<file path="src/hw/rtl/lfpd_pkg.sv">
// Shared constants and types for the line follower PD steering block.
`default_nettype none

package lfpd_pkg;

  // Default sensor sample width.
  localparam int SAMPLE_BITS_DEF = 10;

  // Field widths.
  localparam int POS_W   = 7;   // line position, also the centroid quotient width
  localparam int DUTY_W  = 8;
  localparam int GAIN_W  = 4;
  localparam int ERR_W   = 8;   // position error, two's complement
  localparam int DRV_W   = 14;  // signed drive before saturation

  // Line-lost handling.
  localparam int LOST_THRESHOLD = 50;
  localparam int LOST_RIGHT_POS = 59;
  localparam int LOST_LEFT_POS  = 13;

  // Configuration port.
  localparam int APB_ADDR_W = 5;
  localparam int APB_DATA_W = 32;
  localparam int REG_IDX_W  = APB_ADDR_W - 2;

  localparam logic [REG_IDX_W-1:0] REG_LINE_TARGET = 3'd0;
  localparam logic [REG_IDX_W-1:0] REG_PROP_GAIN   = 3'd1;
  localparam logic [REG_IDX_W-1:0] REG_DERIV_GAIN  = 3'd2;
  localparam logic [REG_IDX_W-1:0] REG_BASE_SPEED  = 3'd3;
  localparam logic [REG_IDX_W-1:0] REG_MAX_SPEED   = 3'd4;
  localparam logic [REG_IDX_W-1:0] REG_MIN_SPEED   = 3'd5;

  // Settings handed to the drive unit.
  typedef struct packed {
    logic [GAIN_W-1:0] prop_gain;
    logic [GAIN_W-1:0] deriv_gain;
    logic [DUTY_W-1:0] base_speed;
    logic [DUTY_W-1:0] max_speed;
    logic [DUTY_W-1:0] min_speed;
  } drv_cfg_t;

  // Wheel drive pair.
  typedef struct packed {
    logic [DUTY_W-1:0] right_duty;
    logic [DUTY_W-1:0] left_duty;
    logic              right_reverse;
    logic              left_reverse;
  } drv_res_t;

endpackage

`default_nettype wire

</file>
<file path="src/hw/rtl/lfpd_div.sv">
// Radix-2 restoring divider for the weighted centroid, one quotient bit per cycle.
`default_nettype none

module lfpd_div import lfpd_pkg::*; #(
  parameter int NUM_W = 17,
  parameter int DEN_W = 12
) (
  input  logic             clk_i,
  input  logic             rst_ni,
  input  logic             start_i,
  input  logic [NUM_W-1:0] num_i,
  input  logic [DEN_W-1:0] den_i,
  output logic             done_o,
  output logic [POS_W-1:0] quot_o
);

  localparam int CMP_W = DEN_W + POS_W - 1;
  localparam int CNT_W = $clog2(POS_W);

  logic             busy_q;
  logic             done_q;
  logic [CNT_W-1:0] cnt_q;
  logic [CMP_W-1:0] rem_q;
  logic [CMP_W-1:0] dsr_q;
  logic [POS_W-1:0] quot_q;
  logic             ge;

  // Quotient stays below 2^POS_W, so the divisor starts POS_W-1 places up.
  assign ge = (rem_q >= dsr_q);

  always_ff @(posedge clk_i or negedge rst_ni) begin
    if (!rst_ni) begin
      busy_q <= 1'b0;
      done_q <= 1'b0;
      cnt_q  <= '0;
    end else begin
      done_q <= 1'b0;
      if (start_i) begin
        busy_q <= 1'b1;
        cnt_q  <= CNT_W'(POS_W - 1);
      end else if (busy_q) begin
        if (cnt_q == '0) begin
          busy_q <= 1'b0;
          done_q <= 1'b1;
        end else begin
          cnt_q <= cnt_q - 1'b1;
        end
      end
    end
  end

  always_ff @(posedge clk_i) begin
    if (start_i) begin
      rem_q <= CMP_W'(num_i);
      dsr_q <= CMP_W'(den_i) << (POS_W - 1);
    end else if (busy_q) begin
      rem_q  <= ge ? (rem_q - dsr_q) : rem_q;
      dsr_q  <= dsr_q >> 1;
      quot_q <= {quot_q[POS_W-2:0], ge};
    end
  end

  assign done_o = done_q;
  assign quot_o = quot_q;

endmodule

`default_nettype wire

</file>
<file path="src/hw/rtl/lfpd_drive.sv">
// PD wheel drive unit: bit-serial gain multiply, sum, saturate and override.
`default_nettype none

module lfpd_drive import lfpd_pkg::*; (
  input  logic                    clk_i,
  input  logic                    rst_ni,
  input  logic                    start_i,
  input  logic signed [ERR_W-1:0] err_i,
  input  logic signed [ERR_W-1:0] prev_i,
  input  drv_cfg_t                cfg_i,
  output logic                    done_o,
  output drv_res_t                res_o
);

  localparam int CNT_W = $clog2(GAIN_W);

  localparam logic [1:0] D_IDLE = 2'd0;
  localparam logic [1:0] D_MUL  = 2'd1;
  localparam logic [1:0] D_SUM  = 2'd2;
  localparam logic [1:0] D_SAT  = 2'd3;

  logic [1:0]              state_q, state_d;
  logic [CNT_W-1:0]        cnt_q;
  logic                    done_q;
  logic [GAIN_W-1:0]       kp_q, kd_q;
  logic signed [DRV_W-1:0] mce_q, mcd_q, accp_q, accd_q;
  logic signed [DRV_W-1:0] rv_q, lv_q;
  drv_res_t                res_q, res_d;

  logic signed [ERR_W:0]   delta_w;
  logic signed [DRV_W-1:0] base_s, max_s, min_s, rsat, lsat;

  function automatic logic signed [DRV_W-1:0] sat(input logic signed [DRV_W-1:0] v,
                                                  input logic signed [DRV_W-1:0] mx,
                                                  input logic signed [DRV_W-1:0] mn);
    logic signed [DRV_W-1:0] r;
    priority if (v > mx) r = mx;
    else if (v < mn)     r = mn;
    else                 r = v;
    return r;
  endfunction

  assign delta_w = (ERR_W+1)'(err_i) - (ERR_W+1)'(prev_i);
  assign base_s  = $signed({{(DRV_W-DUTY_W){1'b0}}, cfg_i.base_speed});
  assign max_s   = $signed({{(DRV_W-DUTY_W){1'b0}}, cfg_i.max_speed});
  assign min_s   = $signed({{(DRV_W-DUTY_W){1'b0}}, cfg_i.min_speed});
  assign rsat    = sat(rv_q, max_s, min_s);
  assign lsat    = sat(lv_q, max_s, min_s);

  // Left check first, then the right check on what the left one left.
  always_comb begin
    res_d.right_duty    = rsat[DUTY_W-1:0];
    res_d.left_duty     = lsat[DUTY_W-1:0];
    res_d.right_reverse = 1'b0;
    res_d.left_reverse  = 1'b0;
    if (res_d.left_duty == cfg_i.min_speed) begin
      res_d.left_reverse = 1'b1;
      res_d.left_duty    = cfg_i.base_speed;
      res_d.right_duty   = cfg_i.max_speed;
    end
    if (res_d.right_duty == cfg_i.min_speed) begin
      res_d.right_reverse = 1'b1;
      res_d.right_duty    = cfg_i.base_speed;
      res_d.left_duty     = cfg_i.max_speed;
    end
  end

  always_comb begin
    state_d = state_q;
    unique case (state_q)
      D_IDLE:  if (start_i) state_d = D_MUL;
      D_MUL:   if (cnt_q == '0) state_d = D_SUM;
      D_SUM:   state_d = D_SAT;
      D_SAT:   state_d = D_IDLE;
      default: state_d = D_IDLE;
    endcase
  end

  always_ff @(posedge clk_i or negedge rst_ni) begin
    if (!rst_ni) begin
      state_q <= D_IDLE;
      cnt_q   <= '0;
      done_q  <= 1'b0;
    end else begin
      state_q <= state_d;
      done_q  <= (state_q == D_SAT);
      if (start_i) cnt_q <= CNT_W'(GAIN_W - 1);
      else if (state_q == D_MUL) cnt_q <= cnt_q - 1'b1;
    end
  end

  always_ff @(posedge clk_i) begin
    if (start_i) begin
      mce_q  <= DRV_W'(err_i);
      mcd_q  <= DRV_W'(delta_w);
      kp_q   <= cfg_i.prop_gain;
      kd_q   <= cfg_i.deriv_gain;
      accp_q <= '0;
      accd_q <= '0;
    end else if (state_q == D_MUL) begin
      // Take one gain bit a cycle, lowest first.
      if (kp_q[0]) accp_q <= accp_q + mce_q;
      if (kd_q[0]) accd_q <= accd_q + mcd_q;
      mce_q <= mce_q <<< 1;
      mcd_q <= mcd_q <<< 1;
      kp_q  <= kp_q >> 1;
      kd_q  <= kd_q >> 1;
    end
    if (state_q == D_SUM) begin
      rv_q <= base_s + accp_q + accd_q;
      lv_q <= base_s - accp_q + accd_q;
    end
    if (state_q == D_SAT) res_q <= res_d;
  end

  assign done_o = done_q;
  assign res_o  = res_q;

endmodule

`default_nettype wire

</file>
<file path="src/hw/rtl/line_follow_pd_steering.sv">
// Top level of the PD steering block for a three-sensor line follower.
//
//  Channel   Direction  Payload (lowest bits first)
//  s_axis    in         left_sample, middle_sample, right_sample
//  m_axis    out        tdata: right_duty, left_duty, right_reverse, left_reverse,
//                       line_position; tuser: line_lost
//  apb       in/out     six settings registers at byte addresses 0x00..0x14
//
//  A tracked line passes through capture, scale, the serial divider (seven
//  quotient bits and a done flag), error update, the drive unit (four gain-bit
//  multiply steps, sum, saturation, done) and the output. A lost line goes from
//  scale straight to the output. Reset is asynchronous and active low; it restores
//  the register defaults and clears the stored error and side. A stalled result
//  waits in the output register while the next item is already being worked on.
`default_nettype none

module line_follow_pd_steering import lfpd_pkg::*; #(
  parameter int SAMPLE_BITS = SAMPLE_BITS_DEF,
  localparam int IN_W = ((3 * SAMPLE_BITS + 7) / 8) * 8
) (
  input  logic                  clk_i,
  input  logic                  rst_ni,
  // left_sample, middle_sample, right_sample
  input  logic                  s_axis_tvalid,
  output logic                  s_axis_tready,
  input  logic [IN_W-1:0]       s_axis_tdata,
  // right_duty, left_duty, right_reverse, left_reverse, line_position
  output logic                  m_axis_tvalid,
  input  logic                  m_axis_tready,
  output logic [31:0]           m_axis_tdata,
  // line_lost
  output logic [0:0]            m_axis_tuser,
  input  logic                  psel,
  input  logic                  penable,
  input  logic                  pwrite,
  input  logic [APB_ADDR_W-1:0] paddr,
  input  logic [APB_DATA_W-1:0] pwdata,
  output logic [APB_DATA_W-1:0] prdata,
  output logic                  pready
);

  localparam int SUM_W = SAMPLE_BITS + 2;
  localparam int T_W   = SAMPLE_BITS + 4;
  localparam int NUM_W = SAMPLE_BITS + 7;
  localparam int OUT_FIELDS_W = 2 * DUTY_W + 2 + POS_W;

  localparam logic [2:0] S_IDLE  = 3'd0;
  localparam logic [2:0] S_SCALE = 3'd1;
  localparam logic [2:0] S_DIV   = 3'd2;
  localparam logic [2:0] S_ERR   = 3'd3;
  localparam logic [2:0] S_DRV   = 3'd4;
  localparam logic [2:0] S_OUT   = 3'd5;

  // Settings registers.
  logic [POS_W-1:0]  target_q;
  logic [GAIN_W-1:0] kp_q, kd_q;
  logic [DUTY_W-1:0] base_q, max_q, min_q;

  logic [2:0]              state_q, state_d;
  logic signed [ERR_W-1:0] prev_q;
  logic                    side_right_q;
  logic                    m_valid_q;

  logic [SUM_W-1:0] tot_q;
  logic [T_W-1:0]   wsum_q;
  logic [POS_W-1:0] pos_q;
  logic             lost_q;
  drv_res_t         res_q;
  drv_res_t         out_res_q;
  logic [POS_W-1:0] out_pos_q;
  logic             out_lost_q;

  logic [SAMPLE_BITS-1:0]  left_w, middle_w, right_w;
  logic                    in_fire, is_lost, out_load, wr_en;
  logic [NUM_W-1:0]        num_w;
  logic signed [ERR_W-1:0] err_w;
  logic [REG_IDX_W-1:0]    reg_idx;
  logic                    div_start, div_done, drv_start, drv_done;
  logic [POS_W-1:0]        quot_w;
  drv_cfg_t                drv_cfg;
  drv_res_t                drv_res, lost_res;

  assign left_w   = s_axis_tdata[SAMPLE_BITS-1:0];
  assign middle_w = s_axis_tdata[2*SAMPLE_BITS-1:SAMPLE_BITS];
  assign right_w  = s_axis_tdata[3*SAMPLE_BITS-1:2*SAMPLE_BITS];

  assign s_axis_tready = (state_q == S_IDLE);
  assign in_fire       = s_axis_tvalid && s_axis_tready;
  assign is_lost       = (tot_q < SUM_W'(LOST_THRESHOLD));
  assign out_load      = (state_q == S_OUT) && (!m_valid_q || m_axis_tready);

  // Weights 10, 40, 70 share a factor ten: numerator = 10 * (l + 4m + 7r).
  assign num_w = (NUM_W'(wsum_q) << 3) + (NUM_W'(wsum_q) << 1);
  assign err_w = $signed(ERR_W'(target_q) - ERR_W'(pos_q));

  assign div_start = (state_q == S_SCALE) && !is_lost;
  assign drv_start = (state_q == S_ERR);

  assign drv_cfg.prop_gain  = kp_q;
  assign drv_cfg.deriv_gain = kd_q;
  assign drv_cfg.base_speed = base_q;
  assign drv_cfg.max_speed  = max_q;
  assign drv_cfg.min_speed  = min_q;

  // Pivot toward the last side seen, inner wheel reversed at half speed.
  always_comb begin
    if (side_right_q) begin
      lost_res.right_duty    = base_q;
      lost_res.left_duty     = base_q >> 1;
      lost_res.right_reverse = 1'b0;
      lost_res.left_reverse  = 1'b1;
    end else begin
      lost_res.right_duty    = base_q >> 1;
      lost_res.left_duty     = base_q;
      lost_res.right_reverse = 1'b1;
      lost_res.left_reverse  = 1'b0;
    end
  end

  lfpd_div #(
    .NUM_W (NUM_W),
    .DEN_W (SUM_W)
  ) u_div (
    .clk_i   (clk_i),
    .rst_ni  (rst_ni),
    .start_i (div_start),
    .num_i   (num_w),
    .den_i   (tot_q),
    .done_o  (div_done),
    .quot_o  (quot_w)
  );

  lfpd_drive u_drive (
    .clk_i   (clk_i),
    .rst_ni  (rst_ni),
    .start_i (drv_start),
    .err_i   (err_w),
    .prev_i  (prev_q),
    .cfg_i   (drv_cfg),
    .done_o  (drv_done),
    .res_o   (drv_res)
  );

  always_comb begin
    state_d = state_q;
    unique case (state_q)
      S_IDLE:  if (in_fire) state_d = S_SCALE;
      S_SCALE: state_d = is_lost ? S_OUT : S_DIV;
      S_DIV:   if (div_done) state_d = S_ERR;
      S_ERR:   state_d = S_DRV;
      S_DRV:   if (drv_done) state_d = S_OUT;
      S_OUT:   if (out_load) state_d = S_IDLE;
      default: state_d = S_IDLE;
    endcase
  end

  // Configuration port: write on the access cycle, read back any time.
  assign pready  = 1'b1;
  assign reg_idx = paddr[APB_ADDR_W-1:2];
  assign wr_en   = psel && penable && pwrite && pready;

  always_comb begin
    unique case (reg_idx)
      REG_LINE_TARGET: prdata = APB_DATA_W'(target_q);
      REG_PROP_GAIN:   prdata = APB_DATA_W'(kp_q);
      REG_DERIV_GAIN:  prdata = APB_DATA_W'(kd_q);
      REG_BASE_SPEED:  prdata = APB_DATA_W'(base_q);
      REG_MAX_SPEED:   prdata = APB_DATA_W'(max_q);
      REG_MIN_SPEED:   prdata = APB_DATA_W'(min_q);
      default:         prdata = '0;
    endcase
  end

  always_ff @(posedge clk_i or negedge rst_ni) begin
    if (!rst_ni) begin
      target_q     <= POS_W'(40);
      kp_q         <= GAIN_W'(1);
      kd_q         <= '0;
      base_q       <= DUTY_W'(128);
      max_q        <= DUTY_W'(255);
      min_q        <= '0;
      state_q      <= S_IDLE;
      prev_q       <= '0;
      side_right_q <= 1'b0;
      m_valid_q    <= 1'b0;
    end else begin
      state_q <= state_d;
      if (wr_en) begin
        unique case (reg_idx)
          REG_LINE_TARGET: target_q <= pwdata[POS_W-1:0];
          REG_PROP_GAIN:   kp_q     <= pwdata[GAIN_W-1:0];
          REG_DERIV_GAIN:  kd_q     <= pwdata[GAIN_W-1:0];
          REG_BASE_SPEED:  base_q   <= pwdata[DUTY_W-1:0];
          REG_MAX_SPEED:   max_q    <= pwdata[DUTY_W-1:0];
          REG_MIN_SPEED:   min_q    <= pwdata[DUTY_W-1:0];
          default: ;
        endcase
      end
      // Advance the stored error; keep the side on a zero error.
      if (state_q == S_ERR) begin
        prev_q <= err_w;
        if (err_w < 0)      side_right_q <= 1'b0;
        else if (err_w > 0) side_right_q <= 1'b1;
      end
      if (out_load)                        m_valid_q <= 1'b1;
      else if (m_axis_tready)              m_valid_q <= 1'b0;
    end
  end

  always_ff @(posedge clk_i) begin
    if (in_fire) begin
      tot_q  <= SUM_W'(left_w) + SUM_W'(middle_w) + SUM_W'(right_w);
      wsum_q <= T_W'(left_w) + (T_W'(middle_w) << 2) + (T_W'(right_w) << 3)
                - T_W'(right_w);
    end
    if (state_q == S_SCALE) begin
      lost_q <= is_lost;
      if (is_lost) begin
        res_q <= lost_res;
        pos_q <= side_right_q ? POS_W'(LOST_RIGHT_POS) : POS_W'(LOST_LEFT_POS);
      end
    end
    if ((state_q == S_DIV) && div_done) pos_q <= quot_w;
    if ((state_q == S_DRV) && drv_done) res_q <= drv_res;
    if (out_load) begin
      out_res_q  <= res_q;
      out_pos_q  <= pos_q;
      out_lost_q <= lost_q;
    end
  end

  assign m_axis_tvalid = m_valid_q;
  assign m_axis_tdata  = {{(32-OUT_FIELDS_W){1'b0}}, out_pos_q,
                          out_res_q.left_reverse, out_res_q.right_reverse,
                          out_res_q.left_duty, out_res_q.right_duty};
  assign m_axis_tuser  = out_lost_q;

`ifndef SYNTHESIS
  a_div_done_in_div: assert property (@(posedge clk_i) disable iff (!rst_ni)
    div_done |-> (state_q == S_DIV))
    else $error("divider finished outside the divide phase");

  a_drv_done_in_drv: assert property (@(posedge clk_i) disable iff (!rst_ni)
    drv_done |-> (state_q == S_DRV))
    else $error("drive unit finished outside the drive phase");

  a_out_from_out_state: assert property (@(posedge clk_i) disable iff (!rst_ni)
    $rose(m_valid_q) |-> ($past(state_q) == S_OUT))
    else $error("result presented without passing the output phase");

  a_tracked_pos_range: assert property (@(posedge clk_i) disable iff (!rst_ni)
    (m_valid_q && !out_lost_q) |-> ((out_pos_q >= POS_W'(10)) && (out_pos_q <= POS_W'(70))))
    else $error("centroid outside the sensor span");

  a_lost_pos_code: assert property (@(posedge clk_i) disable iff (!rst_ni)
    (m_valid_q && out_lost_q) |->
      ((out_pos_q == POS_W'(LOST_RIGHT_POS)) || (out_pos_q == POS_W'(LOST_LEFT_POS))))
    else $error("lost-line position is neither side code");
`endif

endmodule

`default_nettype wire

</file>
<file path="config.mk">
export PLATFORM = sky130hd
export DESIGN_NAME = line_follow_pd_steering
export DESIGN_NICKNAME = d
export VERILOG_FILES = /design/src/hw/rtl/lfpd_pkg.sv /design/src/hw/rtl/lfpd_div.sv /design/src/hw/rtl/lfpd_drive.sv /design/src/hw/rtl/line_follow_pd_steering.sv
export SDC_FILE = /design/constraint.sdc
export NUM_CORES = 1
export LEC_CHECK = 0
export BUFFER_PORTS_ARGS = -buffer_cell sky130_fd_sc_hd__buf_2
export CAP_MARGIN = 20
export CELL_PAD_IN_SITES_DETAIL_PLACEMENT = 1
export CELL_PAD_IN_SITES_GLOBAL_PLACEMENT = 1
export CORE_UTILIZATION = 35
export DETAILED_ROUTE_END_ITERATION = 10
export PLACE_DENSITY_LB_ADDON = 0.1
export SLEW_MARGIN = 40
export SYNTH_ARGS = -nofsm -noshare
export SYNTH_HDL_FRONTEND = slang
export SYNTH_SLANG_ARGS = --single-unit
</file>
<file path="constraint.sdc">
create_clock -name clk_i -period 4.4 [get_ports clk_i]
set_input_delay 0.66 -clock clk_i [delete_from_list [all_inputs] [get_ports clk_i]]
set_output_delay 0.66 -clock clk_i [all_outputs]
set_load 0.02 [all_outputs]
</file>
# Yosys cells after proc, flatten, opt, wreduce, memory -nomap -nowiden
# Cells that the tools add are included.
# word_totals
regBits	293
inputBits	76
output_inout_bits	68
# classes
n_addsub	17
magnitude_cmp	8
eq_ne	22
n_mux	53
bitwise_logic	1
n_reduce_logical	41
# ops
cell	count
two-way mux 18 bit	6
two-way mux 17 bit	4
adder 14 bit	4
two-way mux 14 bit	4
case mux 8 bit (6 select lines)	1
two-way mux 8 bit	4
AND reduction 2 bit	16
greater-than comparator 14 x 9 -> 1 bit	2
less-than comparator 14 x 9 -> 1 bit	2
two-way mux 3 bit	8
two-way mux 7 bit	3
greater-or-equal comparator 18 bit	1
case mux 3 bit (6 select lines)	1
nonzero test 2 bit	9
subtractor 18 bit	1
adder 17 x 15 -> 17 bit	1
== test 8 bit	2
two-way mux 16 bit	1
two-way mux 4 bit	4
adder 13 x 13 -> 14 bit	1
adder 9 x 14 -> 14 bit	1
subtractor 14 x 10 -> 14 bit	1
subtractor 9 x 14 -> 14 bit	1
adder 10 x 12 -> 13 bit	1
other kinds (27)	63

# Longest topological paths before layout
# depth
depth_word	7
depth_mapped	17

# By module
# Synthesis repeated with hierarchy kept, for this count alone.
# hier_totals
cells_unflattened	1957
area_unflattened_um2	19774.0
# modules_own_cells
module	instances	cells_each	area_each_um2
lfpd_drive	1	948	8808.4
line_follow_pd_steering	1	711	8025.2
lfpd_div	1	298	2940.3

# Worst setup path before layout
# Ideal clock, no wire load.
# synth_timing
path_kind	reg-to-reg
startpoint	register max_q[4]
endpoint	register u_drive.res_q (netlist bit u_drive.res_o[15]), data pin
arrival_time_ns	3.716
required_ns	4.140
slack_ns	0.424
path_stages_with_launch	17
n_path_buf	3
synth_period_minus_slack_ns	3.976
cell_sequence	dfstp_2 > clkbuf_1 > inv_1 > ha_1 > nand4_1 > nor2_1 > a211o_1 > o21ai_4 > mux2i_1 > mux2_4 > a21oi_2 > buf_6 > mux2_2 > mux2_2 > nand2_4 > buf_6 > mux2_4
# synth_lines
item	line	text
start, declared	line_follow_pd_steering.sv:57	logic [DUTY_W-1:0] base_q, max_q, min_q;
start signal, assigned	line_follow_pd_steering.sv:194	REG_MAX_SPEED: max_q <= pwdata[DUTY_W-1:0];
end signal, assigned	lfpd_drive.sv:113	if (state_q == D_SAT) res_q <= res_d;
end, declared	lfpd_drive.sv:28	drv_res_t res_q, res_d;

==> summary.md <==
| Metric | Value |
|---|---|
| Drt drc | 0 |
| Worst Tran Pin Value | ~740 ps |
| Fin cells | about 2,800 |
| Clk root buf | clkbuf_16 |
| Worst path max stage delay | 570 ps |
| Vias in the first global route | 14,700 |
| Final period util | a little over nine tenths |
| Via count | 13,700 |
| Final RePlAce weighted congestion | around 0.87 |
| Initial Util | 35.4% |
| Clock Skews | between 20 and 30 ps |
| Top cells by area, synth | edfxtp_1 31%, ha_1 11%, dfrtp_1 6.6% |
| HPWL Detailed | about 40,000 um |
| CP Cell Sequence | inv_1, ha_1, a21o_1, a211o_1, o21ai_4, mux2i_1, mux2_4, a21oi_2, buf_4, mux2i_1, mux2_2, nand2_4, mux2_2 |
| Critical Path AT | 4500 ps |
| First-pass GRT wire length | around 80,000 um |
| Worst setup SP type | flop |
| Vias per Instance | between 4 and 5 |
| Starting DRT DRC Count | between 400 and 500 |
| Post-route ant nets | 0 |
| Num CTS Buffers | 38 |
| CTS tree | yes |
| Die H | 235 um |
| Slew HR | around half |
| Crit. End Element | flop |
| Unrepaired setup endpoints after global routing | no |
| Die footprint | 55,400 um^2 |
| Crit-path slowest cell | dfstp_2 |
| Distinct cells, synth | 79 |
| Floorplan core area | between 50,000 and 60,000 um^2 |
| Leakage | roughly 9.4 nW |
| Status | completed |
| Commonest cells post-synth | 223 x inv_1, 213 x nand2_1, 195 x edfxtp_1 |
| Antenna Cells | 0 |
| Max cap viols | 0 |
| Post-Syn Area | approximately 19,000 um^2 |
| Yosys top cell area share | around 31% |
| Syn_area_per_cell | roughly 10 um^2 |
| Wire per inst | roughly 19 um |
| Clock Latency Late Sink | 570 ps |
| Share of cells above drive strength 1 | between 10% and 20% |
| Worst hold path class | in2async |
| Most frequent cell after synthesis | inv_1 |
| Flops & latches, synth | just under 300 |
| Setup TNS | 0 ps |
| Worst Path Required | between 4000 and 5000 ps |
| Placed cell count | ~2,700 |
| Crit path kind | reg2reg |
| Num ports | roughly 140 |
| Slew Viols, Final | 0 |
| Worst Path Max Fanout | 17 |
| Worst slack, placed | approximately 160 ps |
| Iteration count of the initial detailed-routing pass | 6 |
| Dominant synthesized flop cell | edfxtp_1 |
| Clock sinks | a little under 300 |
| Overall routed net length | approximately 50,000 um |
| Fmax | 239 MHz |
| Setup ws final | ~220 ps |
| Final setup viols | 0 |
| Post-synth EDFFs | between 150 and 200 |
| VDD IR max | between 0.2 and 0.25 mV |
| Cells after Synth | 1,918 |
| Min cycle time layout | roughly 4200 ps |
| Final Hold Viols | 0 |
| Synthesis-to-finish area growth | 13.2% |
| Largest net degree at the start of global routing | 53 |
| Clk buf depth | 3 |
| H-Tree Depth | 2 |
| Ys Warns | 0 |
| Fin nets | 2,323 |
| Power Density | around 380 nW/um^2 |
| Clk pin slew, worst setup/hold paths | 60 ps |
| Hold_ws | approximately 160 ps |
| Cts hold-fix bufs | 0 |
| Final core occ | around two fifths |
| Row count | 85 |
| Gr ovfl total | 0 |
| Initial antenna violation count | 0 |
| PortBufs | 83 |
| Async S/R FF share, synth | between 20% and 30% |
| GR Util All Layers | 18.7% |
| Leading area contributor after synthesis | edfxtp_1 |
| DIE WIDTH | roughly 240 um |
| Seq/Total Area, Yosys | between 40% and 50% |
## final timing paths
kind / from / to / slack, ps / depth (start not counted)
setup / recovery: max_q[1]$_DFFE_PN1P_ / u_drive.res_o[10]$_DFFE_PP_ / 220 / 13
hold / removal: rst_ni / min_q[6]$_DFFE_PN0P_ / 160 / 1
setup reg to reg: max_q[1]$_DFFE_PN1P_ / u_drive.res_o[10]$_DFFE_PP_ / 220 / 13
hold reg to reg: res_q[15]$_DFFE_PP_ / m_axis_tdata[5]$_DFFE_PP_ / 430 / 0
max in group asynchronous: rst_ni / u_div.busy_q$_DFF_PN0_ / 3140 / 2
min in group clk_i: pwdata[7] / base_q[7]$_DFFE_PN1P_ / 360 / 3
## placed cells by master (no fill, tap or decap), drive strengths merged, types with 13 or more instances in the layout
master	n
dfrtp	50
nand2	215
mux2	31
ha	173
o21ai	132
xor2	37
nor2b	23
mux2i	29
edfxtp	195
a21o	40
nor2	124
conb	32
dfxtp	35
o22ai	13
buf	126
inv	227
clkbuf	51
nand3	30
or3	15
a21oi	128
a21boi	18
xnor2	69
fa	50
nor3	25
nand2b	28
## power breakdown
group | internal (mW) | switching, mW
Combinational | 0.791 | 1.04
Sequential | 3.10 | 0.130
Clock | 1.80 | 1.26
Total | 5.69 | 2.43
## registers in the layout, indices dropped and copies added, names as in the netlist, 18 cells and up
register,cells
u_div.dsr_q,18
m_axis_tdata,18
u_drive.res_o,18
res_q,18
u_div.rem_q,18
## cells by family after synthesis
family	count (synthesis)	synth area share [%]
AO/OA/AOI/OAI	415	13.4
multiplexers	60	3.41
adder cells (fa/ha/maj)	223	16.6
buffers and inverters	314	6.91
XOR/XNOR	106	4.87
other	2	0.0394
flip-flops	292	42.6
AND/OR/NAND/NOR	506	12.1
## what timing repair did
| item | CTS | global route |
|---|---|---|
| gates resized for setup | 0 | 2 |
| setup endpoints to repair | 0 | 9 |
| buffers inserted | 0 | 0 |
## final cells by class
cell class / count / area, um^2
Fill cell: 6090 / 32200
Multi-Input combinational cell: 1342 / 9790
Clock inverter: 19 / 178
Inverter: 224 / 843
Timing Repair Buffer: 126 / 751
Sequential cell: 292 / 8130
Clock buffer: 51 / 1040
Tap cell: 696 / 871
## layer usage
| layer | wire [um] | vias up | global-route usage [%] |
|---|---|---|---|
| met2 | 26100 | 125 | 34.1 |
| li1 | - | 6764 | - |
| met4 | 944 | 0 | 4.44 |
| met3 | 1280 | 54 | 2.73 |
| met5 | 0 | - | 0 |
| met1 | 22600 | 6719 | 23.1 |
## metrics by stage
step	cell area (um^2)	total power, mW
final	21600	8.12
after global placement	20300	5.10
after global routing	21600	8.56
after detailed placement	20400	5.14
after CTS	21600	8.26
after floorplan	19200	4.53
## critical path: cells and delay by family, from the launching register on
family                   cells  cell delay [ps]
AO/OA/AOI/OAI                4             1110
adder cells (fa/ha/maj)      1              350
buffers and inverters        2              400
flip-flops                   1              570
multiplexers                 5             1310
AND/OR/NAND/NOR              1              170
Power figures use the tool's default switching activity.
